**src/rtl/bf_pkg.sv**
```systemverilog
`timescale 1ns / 1ps
// Shared types, widths and constants of the 3x3 RGB box filter.
// No dependencies; the other files that use it refer to it by scoped names.
package bf_pkg;

    localparam int MaxSide    = 1024;
    localparam int CfgW       = 11;
    localparam int ChanW      = 16;
    localparam int OutPosW    = 10;
    localparam int WinDim     = 3;
    localparam int WinN       = WinDim * WinDim;
    localparam int ColSumW    = 18;
    localparam int SumW       = 20;
    localparam int RecipW     = 24;
    localparam int RecipShift = 23;
    localparam int ProdW      = SumW + RecipW;

    localparam logic [CfgW-1:0] CfgReset = 11'd1024;

    typedef logic [ChanW-1:0]   t_chan;
    typedef logic [OutPosW-1:0] t_pos;
    typedef logic [ColSumW-1:0] t_colsum;
    typedef logic [SumW-1:0]    t_sum;
    typedef logic [RecipW-1:0]  t_recip;
    typedef logic [ProdW-1:0]   t_prod;

    // ceil(2^23 / count); exact floor division for every sum that count can reach
    localparam t_recip Recip1 = 24'd8388608;
    localparam t_recip Recip2 = 24'd4194304;
    localparam t_recip Recip3 = 24'd2796203;
    localparam t_recip Recip4 = 24'd2097152;
    localparam t_recip Recip6 = 24'd1398102;
    localparam t_recip Recip9 = 24'd932068;

    typedef struct packed {
        t_chan red;
        t_chan green;
        t_chan blue;
    } t_pix;

    // one result to compute: position, first window row/column used, last flag
    typedef struct packed {
        t_pos       row;
        t_pos       col;
        logic [1:0] wr;
        logic [1:0] wc;
        logic       last;
    } t_job;

    typedef struct packed {
        t_colsum red;
        t_colsum green;
        t_colsum blue;
    } t_rgb_cs;

    typedef struct packed {
        t_sum red;
        t_sum green;
        t_sum blue;
    } t_rgb_sum;

    function automatic t_recip bf_recip(input logic [1:0] wr, input logic [1:0] wc);
        logic [1:0] rows;
        logic [1:0] cols;
        logic [3:0] cnt;
        t_recip     m;
        rows = 2'd3 - wr;
        cols = 2'd3 - wc;
        cnt  = {2'b00, rows} * {2'b00, cols};
        case (cnt)
            4'd9:    m = Recip9;
            4'd6:    m = Recip6;
            4'd4:    m = Recip4;
            4'd3:    m = Recip3;
            4'd2:    m = Recip2;
            default: m = Recip1;
        endcase
        return m;
    endfunction

endpackage

```
**src/rtl/bf_ifs.sv**
```systemverilog


interface bf_res_if;
    logic                       valid;
    logic                       ready;
    logic [bf_pkg::OutPosW-1:0] out_row;
    logic [bf_pkg::OutPosW-1:0] out_col;
    logic [bf_pkg::ChanW-1:0]   out_red;
    logic [bf_pkg::ChanW-1:0]   out_green;
    logic [bf_pkg::ChanW-1:0]   out_blue;
    logic                       run_end;

    modport source (output valid, out_row, out_col, out_red, out_green, out_blue, run_end,
                    input ready);
    modport sink   (input valid, out_row, out_col, out_red, out_green, out_blue, run_end,
                    output ready);
endinterface

```
**src/rtl/bf_mean.sv**
```systemverilog
`timescale 1ns / 1ps
// Mean pipeline: column sums, window sum, reciprocal multiply; the last
// stage is the output register. Uses bf_pkg and bf_res_if.
module bf_mean (
    input  logic         i_clk,
    input  logic         i_rst_n,
    input  logic         i_job_valid,
    input  bf_pkg::t_job i_job,
    input  bf_pkg::t_pix i_win [bf_pkg::WinN],
    output logic         o_job_rdy,
    bf_res_if.source     o_res
);

    typedef struct packed {
        bf_pkg::t_prod red;
        bf_pkg::t_prod green;
        bf_pkg::t_prod blue;
    } t_rgb_prod;

    typedef struct packed {
        bf_pkg::t_pos row;
        bf_pkg::t_pos col;
        logic         last;
    } t_tag;

    logic            w_en3;
    logic            w_en4;
    logic            w_en5;

    logic            r3_valid;
    bf_pkg::t_rgb_cs r3_cs [bf_pkg::WinDim];
    logic [1:0]      r3_wr;
    logic [1:0]      r3_wc;
    t_tag            r3_tag;
    bf_pkg::t_rgb_cs n_cs [bf_pkg::WinDim];

    logic            r4_valid;
    bf_pkg::t_rgb_sum r4_sum;
    bf_pkg::t_recip  r4_recip;
    t_tag            r4_tag;
    bf_pkg::t_rgb_sum n_sum;

    logic            r5_valid;
    t_rgb_prod       r5_prod;
    t_tag            r5_tag;
    t_rgb_prod       n_prod;

    function automatic bf_pkg::t_colsum col_sum(
        input bf_pkg::t_chan top,
        input bf_pkg::t_chan mid,
        input bf_pkg::t_chan bot,
        input logic          use_top,
        input logic          use_mid,
        input logic          use_col
    );
        bf_pkg::t_colsum s;
        s = bf_pkg::t_colsum'(bot);
        if (use_mid) begin
            s = s + bf_pkg::t_colsum'(mid);
        end
        if (use_top) begin
            s = s + bf_pkg::t_colsum'(top);
        end
        return use_col ? s : '0;
    endfunction

    assign w_en5     = !r5_valid || o_res.ready;
    assign w_en4     = !r4_valid || w_en5;
    assign w_en3     = !r3_valid || w_en4;
    assign o_job_rdy = w_en3;

    always_comb begin
        for (int k = 0; k < bf_pkg::WinDim; k++) begin
            n_cs[k].red   = col_sum(i_win[k].red, i_win[k+3].red, i_win[k+6].red,
                                    i_job.wr == 2'd0, i_job.wr != 2'd2,
                                    2'(k) >= i_job.wc);
            n_cs[k].green = col_sum(i_win[k].green, i_win[k+3].green, i_win[k+6].green,
                                    i_job.wr == 2'd0, i_job.wr != 2'd2,
                                    2'(k) >= i_job.wc);
            n_cs[k].blue  = col_sum(i_win[k].blue, i_win[k+3].blue, i_win[k+6].blue,
                                    i_job.wr == 2'd0, i_job.wr != 2'd2,
                                    2'(k) >= i_job.wc);
        end
    end

    always_comb begin
        n_sum.red   = bf_pkg::t_sum'(r3_cs[0].red) + bf_pkg::t_sum'(r3_cs[1].red)
                    + bf_pkg::t_sum'(r3_cs[2].red);
        n_sum.green = bf_pkg::t_sum'(r3_cs[0].green) + bf_pkg::t_sum'(r3_cs[1].green)
                    + bf_pkg::t_sum'(r3_cs[2].green);
        n_sum.blue  = bf_pkg::t_sum'(r3_cs[0].blue) + bf_pkg::t_sum'(r3_cs[1].blue)
                    + bf_pkg::t_sum'(r3_cs[2].blue);
    end

    always_comb begin
        n_prod.red   = bf_pkg::t_prod'(r4_sum.red) * bf_pkg::t_prod'(r4_recip);
        n_prod.green = bf_pkg::t_prod'(r4_sum.green) * bf_pkg::t_prod'(r4_recip);
        n_prod.blue  = bf_pkg::t_prod'(r4_sum.blue) * bf_pkg::t_prod'(r4_recip);
    end

    always_ff @(posedge i_clk) begin
        if (!i_rst_n) begin
            r3_valid <= 1'b0;
            r4_valid <= 1'b0;
            r5_valid <= 1'b0;
        end else begin
            if (w_en3) begin
                r3_valid <= i_job_valid;
            end
            if (w_en4) begin
                r4_valid <= r3_valid;
            end
            if (w_en5) begin
                r5_valid <= r4_valid;
            end
        end
    end

    always_ff @(posedge i_clk) begin
        if (w_en3) begin
            r3_cs       <= n_cs;
            r3_wr       <= i_job.wr;
            r3_wc       <= i_job.wc;
            r3_tag.row  <= i_job.row;
            r3_tag.col  <= i_job.col;
            r3_tag.last <= i_job.last;
        end
        if (w_en4) begin
            r4_sum   <= n_sum;
            r4_recip <= bf_pkg::bf_recip(r3_wr, r3_wc);
            r4_tag   <= r3_tag;
        end
        if (w_en5) begin
            r5_prod <= n_prod;
            r5_tag  <= r4_tag;
        end
    end

    assign o_res.valid     = r5_valid;
    assign o_res.out_row   = r5_tag.row;
    assign o_res.out_col   = r5_tag.col;
    assign o_res.out_red   = r5_prod.red[bf_pkg::RecipShift +: bf_pkg::ChanW];
    assign o_res.out_green = r5_prod.green[bf_pkg::RecipShift +: bf_pkg::ChanW];
    assign o_res.out_blue  = r5_prod.blue[bf_pkg::RecipShift +: bf_pkg::ChanW];
    assign o_res.run_end   = r5_tag.last;

endmodule

```
**src/flat_wrapper.sv**
```systemverilog
// flat-port wrapper written by rule: the top's interface ports become plain ports
module bf_mean_flat 
  (i_clk, i_rst_n, i_job_valid, i_job, i_win, o_job_rdy, o_res_valid, o_res_out_row, o_res_out_col, o_res_out_red, o_res_out_green, o_res_out_blue, o_res_run_end, o_res_ready);
  bf_res_if o_res_i ();
  input  logic i_clk;
  input  logic i_rst_n;
  input  logic i_job_valid;
  input  bf_pkg::t_job i_job;
  input  bf_pkg::t_pix i_win[bf_pkg::WinN];
  output logic o_job_rdy;
  output wire logic [$bits(o_res_i.valid)-1:0] o_res_valid;
  output wire logic [$bits(o_res_i.out_row)-1:0] o_res_out_row;
  output wire logic [$bits(o_res_i.out_col)-1:0] o_res_out_col;
  output wire logic [$bits(o_res_i.out_red)-1:0] o_res_out_red;
  output wire logic [$bits(o_res_i.out_green)-1:0] o_res_out_green;
  output wire logic [$bits(o_res_i.out_blue)-1:0] o_res_out_blue;
  output wire logic [$bits(o_res_i.run_end)-1:0] o_res_run_end;
  input wire logic [$bits(o_res_i.ready)-1:0] o_res_ready;
  assign o_res_valid = o_res_i.valid;
  assign o_res_out_row = o_res_i.out_row;
  assign o_res_out_col = o_res_i.out_col;
  assign o_res_out_red = o_res_i.out_red;
  assign o_res_out_green = o_res_i.out_green;
  assign o_res_out_blue = o_res_i.out_blue;
  assign o_res_run_end = o_res_i.run_end;
  assign o_res_i.ready = o_res_ready;
  bf_mean u_core (.i_clk(i_clk), .i_rst_n(i_rst_n), .i_job_valid(i_job_valid), .i_job(i_job), .i_win(i_win), .o_job_rdy(o_job_rdy), .o_res(o_res_i));
endmodule
```
**config.mk**
```make
export PLATFORM = sky130hd
export DESIGN_NAME = bf_mean_flat
export DESIGN_NICKNAME = d
export VERILOG_FILES = /design/src/rtl/bf_pkg.sv /design/src/rtl/bf_ifs.sv /design/src/rtl/bf_mean.sv /design/src/flat_wrapper.sv
export SDC_FILE = /design/constraint.sdc
export NUM_CORES = 2
export LEC_CHECK = 0
export BUFFER_PORTS_ARGS = -buffer_cell sky130_fd_sc_hd__buf_2
export CAP_MARGIN = 15
export CORE_ASPECT_RATIO = 1.2
export CORE_MARGIN = 4
export CORE_UTILIZATION = 50
export DETAILED_ROUTE_END_ITERATION = 8
export GPL_TIMING_DRIVEN = 0
export PLACE_DENSITY_LB_ADDON = 0.2
export SKIP_CTS_REPAIR_TIMING = 1
export SLEW_MARGIN = 5
export SYNTH_ARGS = -nofsm -noshare
export SYNTH_HDL_FRONTEND = slang
export SYNTH_SLANG_ARGS = --single-unit
```
**constraint.sdc**
```tcl
create_clock -name i_clk -period 14.8 [get_ports i_clk]
set_input_delay 2.22 -clock i_clk [delete_from_list [all_inputs] [get_ports i_clk]]
set_output_delay 2.22 -clock i_clk [all_outputs]
set_load 0.01 [all_outputs]
```
==> flow_summary_export.csv <==
group,metric,value,unit
sta,slew_headroom,0.106,
power,cellPowerDensity,137,nW/um^2
routing,ant_nets,0,
die,core_area,122000,sq um
cts,clkTransAtPathRegs,0.06,ns
yosys,yosysSeqAreaShare,0.169,
yosys,synth_nets,8718,
sta,finClkSkew,0.0433,ns
routing,wl_per_cell,25.1,um
sta,finalSetupViolCount,0,
grt,antenna_found_initial,55,
grt,overflow,0,
grt,grt_first_pass_wirelength,324000,um
cts,root_buffer,"clkbuf_16",
sta,hold_viol_final,0,
yosys,syn_avg_cell_area,9.36,sq um
setup_path,crit_path_start_kind,"register",
finish,layout_common_cells,"inv_1 (1231), fa_1 (868), ha_1 (800)",
grt,grtUsageTotal,0.345,
die,fp.dieH,393,um
yosys,netlist-cell-type-count,76,
yosys,synth_top_area_share,0.282,
routing,initialDrtViolationCount,3708,
setup_path,cp.arrival,10.32,ns
cts,insertion_delay,0.62,ns
yosys,ys_top_cells_by_area,"fa_1 (28%), edfxtp_1 (17%), ha_1 (16%), inv_1 (7.5%), xnor2_1 (4.0%)",
cts,cts_made_buffers,38,
grt,grt_pass1_vias,51500,
setup_path,cp_max_fo,10,
run,cap_viol_max_count,0,
sta,drv_slew,0,
yosys,synth_area,61700,sq um
cts,cts_tree,"yes",
power,p_leak,35.5,nW
die,die_x,329,um
setup_path,end_kind,"register",
routing,avgViaCountPerCell,5.62,
finish,syn_to_final_growth,10.4,%
sta,fin_setup_tns,0,ns
sta,clock.fmax,100,MHz
yosys,synth_ff_type,"edfxtp_1",
grt,grt_max_degree,70,
status,status,"finished clean",
finish,drive_above_1_share,0.0926,
power,ir_drop,118,uV
sta,finalCritPeriodShare,0.676,
min_path,hp-class,"register to register",
die,dieArea,129000,sq um
finish,fin_cells,8868,
finish,final_common_cell,"inv_1",
placed_design,dp_hpwl,194000,um
sta,tightestPinTransition,1.34,ns
cts,clockBufferDepth,3,
sta,fin_crit,10.0,ns
cts,cts.sinks,348,
routing,num_vias,49900,
die,io_pins,532,
yosys,ys_seq_elements,348,
routing,drcViolationCount,0,
routing,first_pass_iters,6,
placed_design,port_buffers,531,
routing,drt-total-wl,223000,um
setup_path,worstPathRequired,15.12,ns
finish,nets,9309,
die,initial_utilization,0.506,
sta,grt_setup_unrepaired,"no",
die,rows,140,
cts,htreeDepth,2,
setup_path,path_class,"register to register",
yosys,synth_edf_count,345,
yosys,yosysTopAreaCell,"fa_1",
yosys,synthCells,6589,
placed_design,dp_cells,8771,
yosys,ys.warnings.count,0,
yosys,ys_async_sr_fraction,0,
placed_design,gp_congestion,1.04,
synth_stat cells, types with 7 or more instances:
cell type and n:
o21ai_0 166, inv_1 1232, nand2b_1 40, a2111oi_0 13
fa_1 868, o31ai_1 28, a211o_1 11, buf_1 22
or2_2 25, o21bai_1 47, xnor2_1 283, nor3_1 120
nand4_1 16, nand2_1 600, a31oi_1 47, and3_1 38
a211oi_1 52, or4_1 7, a41o_1 8, nand3_1 72
ha_1 800, and2_1 225, nor2_1 411, o31a_1 7
o2111ai_1 8, o211ai_1 12, edfxtp_1 345, xor2_1 155
clkbuf_1 122, o21a_1 38, or3_1 33, a21o_1 140
a21oi_1 385, a31o_2 13, o41ai_1 13, o2bb2ai_1 11
nor2b_1 30, mux2i_1 7, o211a_1 23, a311oi_1 17
final cells by class:
| class | instances | area (sq um) |
|---|---|---|
| fillers | 11300 | 53800 |
| multi-input cells | 4864 | 46100 |
| clock inverters | 23 | 285 |
| inverters | 1232 | 4630 |
| repair buffers | 551 | 3010 |
| well taps | 1633 | 2040 |
| diodes | 30 | 75.1 |
| flip-flops and latches | 348 | 10400 |
| clock buffers | 42 | 966 |
| plain buffers | 145 | 548 |
metal layers:
metal,global-route usage,vias up,share of wire
met4,0.226,46,0.082
li1,-,22900,-
met5,0,-,0.0014
met3,0.0614,637,0.071
met1,0.394,24200,0.36
met2,0.595,2091,0.48
power breakdown:
group	internal (mW)	switching [mW]	total, mW
registers	1.49	0.246	1.74
clock network	0.535	0.436	0.971
logic	2.75	3.90	6.65
total	4.78	4.58	9.36
through the flow:
stage	hold WS, ns	worst slack (ns)	cell area [sq um]	util	power [mW]
floorplan	0.400	5.87	61700	-	6.40
global placement	0.401	2.28	66400	0.545	8.23
detailed placement	0.405	5.00	66700	0.547	8.34
CTS	0.420	4.97	68000	0.558	9.37
global route	0.423	4.55	68000	0.558	10.3
finish	0.415	4.80	68100	0.558	9.36
worst max-delay path, stage by stage, from the launching register on:
cell,delay [ns]
edfxtp_1,0.32
clkbuf_1,0.87
clkbuf_1,0.81
clkbuf_1,0.81
nand2_1,0.26
fa_1,0.61
fa_1,0.62
inv_1,0.07
fa_1,0.47
fa_1,0.60
fa_1,0.44
fa_1,0.49
inv_1,0.05
fa_1,0.50
inv_1,0.04
ha_1,0.28
a211oi_1,0.23
o22ai_1,0.13
nor4_1,0.30
a31oi_1,0.24
or2_2,0.36
nand2_1,0.10
o21ai_0,0.15
and3_1,0.26
mux2i_1,0.12
a221oi_1,0.55
sequential cells by signal, indices dropped and copies added, names as in the netlist:
signal,count
u_core.r4_recip,8
u_core.o_res.out_red,16
u_core.r4_sum,60
u_core.o_res.valid,1
u_core.o_res.run_end,1
u_core.r4_tag,21
u_core.r3_tag,21
u_core.o_res.out_row,10
u_core.o_res.out_blue,16
u_core.r4_valid,1
u_core.o_res.out_col,10
u_core.r3_wc,2
u_core.r3_wr,2
u_core.o_res.out_green,16
u_core.r3_cs,162
u_core.r3_valid,1
path summary, 6_finish.rpt:
| check | start | endpoint | slack [ns] | cells after the start |
|---|---|---|---|---|
| min | u_core.r3_tag[9]$_DFFE_PP_ | u_core.r4_tag[9]$_DFFE_PP_ | 0.42 | 0 |
| max | u_core.r4_recip[15]$_DFFE_PP_ | u_core.o_res.out_green[9]$_DFFE_PP_ | 4.80 | 25 |
| max reg2reg | u_core.r4_recip[15]$_DFFE_PP_ | u_core.o_res.out_green[9]$_DFFE_PP_ | 4.80 | 25 |
| min reg2reg | u_core.r3_tag[9]$_DFFE_PP_ | u_core.r4_tag[9]$_DFFE_PP_ | 0.42 | 0 |
cells by family after synthesis:
kind of cell | after synthesis | share of synthesized area
compound gates | 1106 | 0.117
xor+xnor | 438 | 0.0622
fa+ha+maj | 1668 | 0.444
buf+inv | 1377 | 0.0838
flops | 348 | 0.169
mux | 9 | 0.00150
simple gates | 1643 | 0.123
Power figures use the tool's default switching activity.
